===== src/hdl/mrrb_pkg.sv =====
// package of the multi-reader ring buffer: sizes, op and status codes
// no dependencies
`default_nettype none
package mrrb_pkg;
  localparam int unsigned Depth = 4096;
  localparam int unsigned Procs = 32;
  localparam int unsigned PtrW  = $clog2(Depth);
  localparam int unsigned CntW  = $clog2(Depth + 1);
  localparam int unsigned SlotW = $clog2(Procs);
  localparam int unsigned SlotCntW = $clog2(Procs + 1);

  localparam logic [2:0] OP_CREATE = 3'd0;
  localparam logic [2:0] OP_WRITE  = 3'd1;
  localparam logic [2:0] OP_READ   = 3'd2;
  localparam logic [2:0] OP_FLUSH  = 3'd3;
  localparam logic [2:0] OP_FORK   = 3'd4;
  localparam logic [2:0] OP_CLOSE  = 3'd5;

  localparam logic [1:0] ST_OK     = 2'd0;
  localparam logic [1:0] ST_WRONG  = 2'd1;
  localparam logic [1:0] ST_CLOSED = 2'd2;
  localparam logic [1:0] ST_ERR    = 2'd3;

  // per-slot record held in the slot table
  typedef struct packed {
    logic            used;
    logic [15:0]     pid;
    logic            ropen;
    logic            wopen;
    logic [PtrW-1:0] pos;
    logic [CntW-1:0] cons;
  } slot_t;

  // one pass of the slot scanner
  typedef struct packed {
    logic [15:0] pid;
    logic [15:0] ppid;
    logic [CntW-1:0] fill;
  } scan_req_t;

  typedef struct packed {
    logic             hit;
    logic [SlotW-1:0] hit_idx;
    logic             phit;
    logic [SlotW-1:0] pidx;
    logic             free;
    logic [SlotW-1:0] free_idx;
    logic             any_rd;
    logic [CntW-1:0]  least;
    logic             any_used;
  } scan_res_t;
endpackage
`default_nettype wire


===== src/hdl/mrrb_scan.sv =====
// slot scanner: walks the slot table one entry per cycle with one compare unit
// depends on mrrb_pkg
`default_nettype none
module mrrb_scan import mrrb_pkg::*; (
  input  wire logic      clk_i,
  input  wire logic      rst_ni,
  input  wire logic      start_i,
  input  wire scan_req_t req_i,
  input  wire slot_t     ent_i,
  output logic [SlotW-1:0] idx_o,
  output logic           done_o,
  output scan_res_t      res_o
);
  logic             busy_q, busy_d;
  logic [SlotW-1:0] idx_q, idx_d;
  scan_res_t        res_q, res_d;
  scan_req_t        req_q, req_d;
  logic             done_q, done_d;

  assign idx_o  = idx_q;
  assign done_o = done_q;
  assign res_o  = res_q;

  // one entry compared per cycle
  always_comb begin
    busy_d = busy_q;
    idx_d  = idx_q;
    res_d  = res_q;
    req_d  = req_q;
    done_d = 1'b0;
    if (start_i) begin
      busy_d = 1'b1;
      idx_d  = '0;
      req_d  = req_i;
      res_d  = '0;
      res_d.least = req_i.fill;
    end else if (busy_q) begin
      if (ent_i.used && ent_i.pid == req_q.pid && !res_q.hit) begin
        res_d.hit = 1'b1;
        res_d.hit_idx = idx_q;
      end
      if (ent_i.used && ent_i.pid == req_q.ppid && !res_q.phit) begin
        res_d.phit = 1'b1;
        res_d.pidx = idx_q;
      end
      if (!ent_i.used && !res_q.free) begin
        res_d.free = 1'b1;
        res_d.free_idx = idx_q;
      end
      if (ent_i.used) res_d.any_used = 1'b1;
      if (ent_i.used && ent_i.ropen) begin
        res_d.any_rd = 1'b1;
        if (ent_i.cons < res_q.least) res_d.least = ent_i.cons;
      end
      if (idx_q == SlotW'(Procs - 1)) begin
        busy_d = 1'b0;
        done_d = 1'b1;
      end else begin
        idx_d = idx_q + 1'b1;
      end
    end
  end

  always_ff @(posedge clk_i or negedge rst_ni) begin
    if (!rst_ni) begin
      busy_q <= 1'b0;
      idx_q  <= '0;
      done_q <= 1'b0;
      res_q  <= '0;
      req_q  <= '0;
    end else begin
      busy_q <= busy_d;
      idx_q  <= idx_d;
      done_q <= done_d;
      res_q  <= res_d;
      req_q  <= req_d;
    end
  end
endmodule
`default_nettype wire


===== config.mk =====
export PLATFORM = sky130hd
export DESIGN_NAME = mrrb_scan
export DESIGN_NICKNAME = d
export VERILOG_FILES = /design/src/hdl/mrrb_pkg.sv /design/src/hdl/mrrb_scan.sv
export SDC_FILE = /design/constraint.sdc
export NUM_CORES = 1
export LEC_CHECK = 0
export ABC_AREA = 1
export BUFFER_PORTS_ARGS = -buffer_cell sky130_fd_sc_hd__clkbuf_2
export CAP_MARGIN = 5
export CORE_MARGIN = 3
export CORE_UTILIZATION = 30
export DETAILED_ROUTE_END_ITERATION = 10
export MAX_ROUTING_LAYER = met4
export PLACE_DENSITY_LB_ADDON = 0.25
export SLEW_MARGIN = 20
export SYNTH_ARGS = -nofsm -noshare
export SYNTH_HDL_FRONTEND = slang
export SYNTH_SLANG_ARGS = --single-unit

===== constraint.sdc =====
create_clock -name clk_i -period 2 [get_ports clk_i]
set_clock_uncertainty 0.2 [all_clocks]
set_input_delay 0.2 -clock clk_i [delete_from_list [all_inputs] [get_ports clk_i]]
set_output_delay 0.2 -clock clk_i [all_outputs]
set_load 0.1 [all_outputs]

==> results of run 1 <==
registers in the layout, summed over array words and instances (netlist names):
| register | count |
|---|---|
| idx_o | 5 |
| req_q | 32 |
| busy_q | 1 |
| res_o | 33 |
| done_o | 1 |
power breakdown:
group | switching (mW) | internal (mW)
clock | 0.655 | 1.04
combinational | 0.826 | 0.392
sequential | 0.0833 | 1.58
logic make-up after synthesis:
logic type	count (synthesis)	synth area share [%]
and+or+nand+nor	324	33.07
buffers and inverters	89	8.779
DFF	72	45.31
AOI/OAI and AO/OA	47	5.916
adders and majority gates	14	4.405
xor gates and xnor gates	5	1.102
muxes	5	1.416
layer usage:
metal | up-vias | wire length (µm)
li1 | 2086 | -
met1 | 1891 | 5362
met2 | 111 | 5941
met3 | 13 | 613
met4 | 0 | 167
met5 | - | 0
layout by cell type (no fill, tap or decap), types with 2 or more instances in the layout:
| cell | count |
|---|---|
| clkbuf_16 | 9 |
| a21oi_1 | 9 |
| inv_1 | 67 |
| dlygate4sd3_1 | 60 |
| nand4_1 | 9 |
| nand2_1 | 225 |
| nor3_1 | 2 |
| nor2_1 | 37 |
| nand2_2 | 2 |
| nor2_2 | 2 |
| xor2_1 | 3 |
| nor2_4 | 4 |
| inv_2 | 6 |
| nand2_4 | 2 |
| xnor2_1 | 2 |
| clkbuf_2 | 116 |
| nand3_2 | 9 |
| ha_4 | 4 |
| ha_1 | 10 |
| dfrtp_2 | 7 |
| mux2_2 | 5 |
| nand3_1 | 31 |
| clkinv_4 | 2 |
| o21ai_0 | 36 |
| dfrtp_1 | 55 |
| clkbuf_8 | 2 |
| dfrtp_4 | 10 |
| buf_4 | 10 |
cell type report:
type | count | area [µm²]
repair buffers | 189 | 1303
well taps | 172 | 215.2
clock buffers | 11 | 252.7
multi-input cells | 396 | 1979
inverters | 73 | 274.0
fillers | 1284 | 6838
flip-flops and latches | 72 | 1848
clock inverters | 5 | 63.81
final timing paths:
path | from | end | slack, ns | depth (start not counted)
max | res_o[3]$_DFFE_PN0P_ | res_o[13]$_DFFE_PN0P_ | 0.08 | 9
min | ent_i[12] | res_o[13]$_DFFE_PN0P_ | 0.01 | 5
max reg2reg | res_o[3]$_DFFE_PN0P_ | res_o[13]$_DFFE_PN0P_ | 0.08 | 9
min reg2reg | req_q[37]$_DFFE_PN0P_ | req_q[37]$_DFFE_PN0P_ | 0.30 | 2
max in group asynchronous | rst_ni | idx_o[1]$_DFFE_PN0P_ | 1.00 | 3
min in group asynchronous | rst_ni | res_o[13]$_DFFE_PN0P_ | 0.05 | 2
worst reg2reg max path, delay by kind of cell, from the launching register on:
family                     cells  cell delay, ns
AOI/OAI and AO/OA              2            0.35
adders and majority gates      1            0.23
and+or+nand+nor                4            0.32
buffers and inverters          2            0.23
DFF                            1            0.49
per-stage QoR:
step | power (mW) | util [%]
2_1_floorplan | 2.436 | -
3_3_place_gp | 2.732 | 38.09
3_5_place_dp | 2.748 | 38.09
4_1_cts | 4.567 | 45.31
5_1_grt | 4.823 | 46.47
6_report | 4.583 | 46.47
what timing repair did:
item                       4_1_cts  5_1_grt
cloned                           0        1
pin swaps                        0       11
hold buffers                    60        0
gates resized for setup          1       24
setup endpoints to repair       11       13
hold endpoints to repair       119        0
buffers inserted                 0        2
==> metrics.md, run 1 <==
| Metric | Value |
|---|---|
| Status | finished clean |
| Number of buffers on the longest clock path | 2 |
| Critical Path Sink Type | flip-flop |
| Gr ovfl total | 0 |
| H-tree depth | 3 |
| Max-Slew Margin vs Limit | 62.45% |
| HP Class | input port to flip-flop |
| Number of synthesized flops with an enable pin | 0 |
| GRT Max-Usage Layer | met2 |
| Post-synth top area cell | dfrtp_1 |
| Pleak | 3.215 nW |
| Setup TNS | 0 ns |
| Crit path required time | 2.04 ns |
| DR WL/cell | 13.16 µm |
| Post-Route WL | 12090 µm |
| Vias in the first global route | 4208 |
| Crit Path Category | flip-flop to flip-flop |
| Period utilization | 95.94% |
| Critical-path top delay cell | dfrtp_4 |
| GRT Total Usage | 17.35% |
| Post-Place Setup Slack | -0.004000 ns |
| CP Max Fanout | 8 |
| Clock period minus worst slack | 1.919 ns |
| PD cells | 772.1 nW/µm² |
| Die W | 121.1 µm |
| Max Cap Viol | 0 |
| Post-DP Area | 4866 µm² |
| YS warnings | 0 |
| Hold WS | 0.01299 ns |
| Synth area leaders | dfrtp_1, nand2_1, inv_1, nand3_1, o21ai_0 |
| Placed cell count | 839 |
| Setup violators final | 0 |
| Remaining antenna violation count | 0 |
| Final WS setup | 0.08123 ns |
| First-pass GRT wire length | 19710 µm |
| Grt met2 use | 29.21% |
| CP cell instances | inv_1, ha_1, a21oi_1, nor2_1, o21ai_2, nand2_4, buf_8, nand3_1, nand2_1 |
| Mapped Nets | 662 |
| Hpwl dp | 8679 µm |
| Least-Margin Pin Slew | 0.5657 ns |
| Post-route DRC | 0 |
| GRT met1 Usage | 21.10% |
| Non-filler cells in the finished layout | 918 |
| Crit start category | flip-flop |
| Area share of the largest cell type after synthesis | 45.31% |
| Core Region | 12770 µm² |
| Port bufs | 117 |
| Critical Path AT | 1.95 ns |
| Final non-filler cell area | 5936 µm² |
| Initial core utilization | 31.13% |
| # nets final | 847 |
| CTS Buf Count | 9 |
| Met3 Usage GRT | 3.683% |
| Clock sinks | 72 |
| Hold Violations, Final | 0 |
| Diode count | 0 |
| CP peak stage delay | 0.49 ns |
| Via density | 4.467 |
| Row Count | 41 |
| Worst-Skew Late Latency | 0.34 ns |
| Area delta synth->final | 49.28% |
| Count leader, synth | nand2_1 |
| Post-synth ARST share | 100.0% |
| Worst vdd ir | 0.5550 mV |
| Iteration-0 DRC Markers | 206 |
| TritonCTS clock tree | done |
| Synthesized instance count | 556 |
| Die H | 121.1 µm |
| CP bufs+invs | 2 |
| Syn Std Cell Area | 3976 µm² |
| DR vias | 4101 |
| Cell family with most CP delay | flip-flops |
| Commonest cells post-synth | nand2_1, dfrtp_1, inv_1 |
| Die area | 14670 µm² |
| Initial antenna violation count | 0 |
| Clock Tree Root | clkbuf_16 |
| Sequential area share after synthesis | 45.31% |
| #FFs+latches synth | 72 |
| DRT Pass-1 Iters | 5 |
| Ys flop type | dfrtp_1 |
| Pin count of the biggest net entering global routing | 62 |
| Max Freq | 0.5212 GHz |
| Synth cell types | 24 |
| Final Slew Violations | 0 |
| Global placement routability congestion | 0.8297 |
| Number of I/O pins | 131 |
| Ratio of cells with drive above 1 in the final layout | 26.54% |
| Clock transition at path regs | 0.06 ns |
| Mean post-synth cell area | 7.152 µm² |
Note: power is estimated with default switching activity, not from simulation.
==> run 2: changes to the inputs <==
BUFFER_PORTS_ARGS = -buffer_cell sky130_fd_sc_hd__buf_4   (was -buffer_cell sky130_fd_sc_hd__clkbuf_2)
==> run 2 against run 1 <==
Net effect:
- flip-flop and latch count unchanged
- setup slack better by 0.0067 ns
- via count up 0.90%
- register-to-register slack barely moved
- clock-buffer cell count fell by 2
- die area unchanged
- critical path depth is 2 higher
- wire length up 2.1%
- combinational power is 6% higher
- total power rose by 5.4%
- hold slack got worse by 0.0050 ns
==> metrics.md, run 2 (synthesized netlist as in run 1, its figures left out) <==
| Metric | Value |
|---|---|
| Status | finished clean |
| CP peak stage delay | 0.42 ns |
| Pin count of the biggest net entering global routing | 64 |
| Number of I/O pins | 131 |
| Hold Violations, Final | 0 |
| Number of buffers on the longest clock path | 2 |
| Max Cap Viol | 0 |
| Post-Route WL | 12340 µm |
| CP cell instances | inv_2, ha_4, nand2_1, nor2_2, nand3_2, nor2_1, o21ai_2, nand2_4, nand2_8, nand2_1, nand2_1 |
| Hold WS | 0.007950 ns |
| Crit start category | flip-flop |
| Remaining antenna violation count | 0 |
| Cell family with most CP delay | simple AND/OR/NAND/NOR gates |
| DRT Pass-1 Iters | 4 |
| Clock transition at path regs | 0.07 ns |
| CP Max Fanout | 13 |
| DR vias | 4138 |
| Initial core utilization | 31.13% |
| Via density | 4.498 |
| Die H | 121.1 µm |
| H-tree depth | 3 |
| Max reg flops | 33 |
| Period utilization | 95.61% |
| Die area | 14670 µm² |
| Crit Path Category | flip-flop to flip-flop |
| Gr ovfl total | 0 |
| # nets final | 849 |
| First-pass GRT wire length | 19460 µm |
| CTS Buf Count | 9 |
| Max Freq | 0.5230 GHz |
| Diode count | 0 |
| Hpwl dp | 8854 µm |
| Critical-path top delay cell | dfrtp_4 |
| Clock Tree Root | clkbuf_16 |
| Final Slew Violations | 0 |
| Clock period minus worst slack | 1.912 ns |
| Worst vdd ir | 0.3959 mV |
| Port bufs | 117 |
| TritonCTS clock tree | done |
| Critical Path AT | 1.94 ns |
| Row Count | 41 |
| Ratio of cells with drive above 1 in the final layout | 26.20% |
| CP bufs+invs | 1 |
| Initial antenna violation count | 0 |
| Clock sinks | 72 |
| Iteration-0 DRC Markers | 186 |
| DR WL/cell | 13.41 µm |
| Most common cell after layout, fill and taps aside | nand2_1 |
| Post-route DRC | 0 |
| Core Region | 12770 µm² |
| Setup TNS | 0 ns |
| Setup violators final | 0 |
| Crit path required time | 2.03 ns |
| Die W | 121.1 µm |
| Commonest cells after routing, fill and taps aside | nand2_1, buf_4, inv_1, dlygate4sd3_1, dfrtp_1 |
| Worst-Skew Late Latency | 0.34 ns |
| HP Class | input port to flip-flop |
| Max-Slew Margin vs Limit | 61.76% |
| Global placement routability congestion | 0.8625 |
| Critical Path Sink Type | flip-flop |
| GRT Total Usage | 17.27% |
| Area delta synth->final | 56.36% |
| Cell with the most instances on the worst path | nand2_1 |
| Vias in the first global route | 4089 |
| Pleak | 3.304 nW |
| Core Util, Final | 48.67% |
| Least-Margin Pin Slew | 0.5736 ns |
| Total power | 4.830 mW |
| PD cells | 776.9 nW/µm² |
==> run 2: repair_timing <==
item,4_1_cts,5_1_grt
setup endpoints to repair,4,13
endpoints found under the hold margin,118,0
gates resized for setup,1,17
pin swaps,0,8
buffers inserted,0,3
cloned,0,1
hold buffers,59,0
==> run 2: final timing paths <==
| check | slack, ns | depth (start not counted) | startpoint | end |
|---|---|---|---|---|
| max | 0.09 | 11 | res_o[13]$_DFFE_PN0P_ | res_o[7]$_DFFE_PN0P_ |
| min | 0.008 | 4 | ent_i[43] | res_o[20]$_DFFE_PN0P_ |
| max reg2reg | 0.09 | 11 | res_o[13]$_DFFE_PN0P_ | res_o[7]$_DFFE_PN0P_ |
| min reg2reg | 0.30 | 2 | req_q[19]$_DFFE_PN0P_ | req_q[19]$_DFFE_PN0P_ |
| max in group asynchronous | 0.97 | 3 | rst_ni | idx_o[3]$_DFFE_PN0P_ |
| min in group asynchronous | 0.08 | 2 | rst_ni | res_o[13]$_DFFE_PN0P_ |
==> run 2: metal layers <==
layer	up-vias	share of wire [%]	GRT usage (%)
met2	123	49	28.90
met5	-	0	-
met4	0	1.6	4.178
met1	1914	43	20.52
li1	2088	-	-
met3	13	6.1	5.128
==> run 2: worst min-delay path: stages <==
cell and delay, ns:
buf_4 0.11, nor2_1 0.05, nand2_1 0.08, a21oi_1 0.06
==> run 2: final cells by class <==
class	count	area [µm²]
multi-input combinational	395	1923
sequential	72	1848
clock inverter	7	118.9
tap	172	215.2
timing repair buffer	192	1613
fill	1237	6556
inverter	73	274.0
clock buffer	9	225.2
==> run 2: where the power goes <==
| part | internal, mW | switching (mW) | total [mW] |
|---|---|---|---|
| combinational | 0.467 | 0.822 | 1.29 |
| sequential | 1.58 | 0.0840 | 1.67 |
| clock | 1.22 | 0.653 | 1.87 |
| total | 3.27 | 1.56 | 4.83 |
==> run 2: per-stage QoR <==
| stage | worst slack (ns) | area, µm² | cells |
|---|---|---|---|
| after floorplan | -0.05349 | 4050 | 556 |
| after global placement | 0.05086 | 5171 | 841 |
| after detailed placement | 0.006261 | 5171 | 841 |
| final | 0.08788 | 6217 | 920 |
| after CTS | 0.03587 | 6111 | 916 |
| after global routing | -0.02961 | 6217 | 920 |
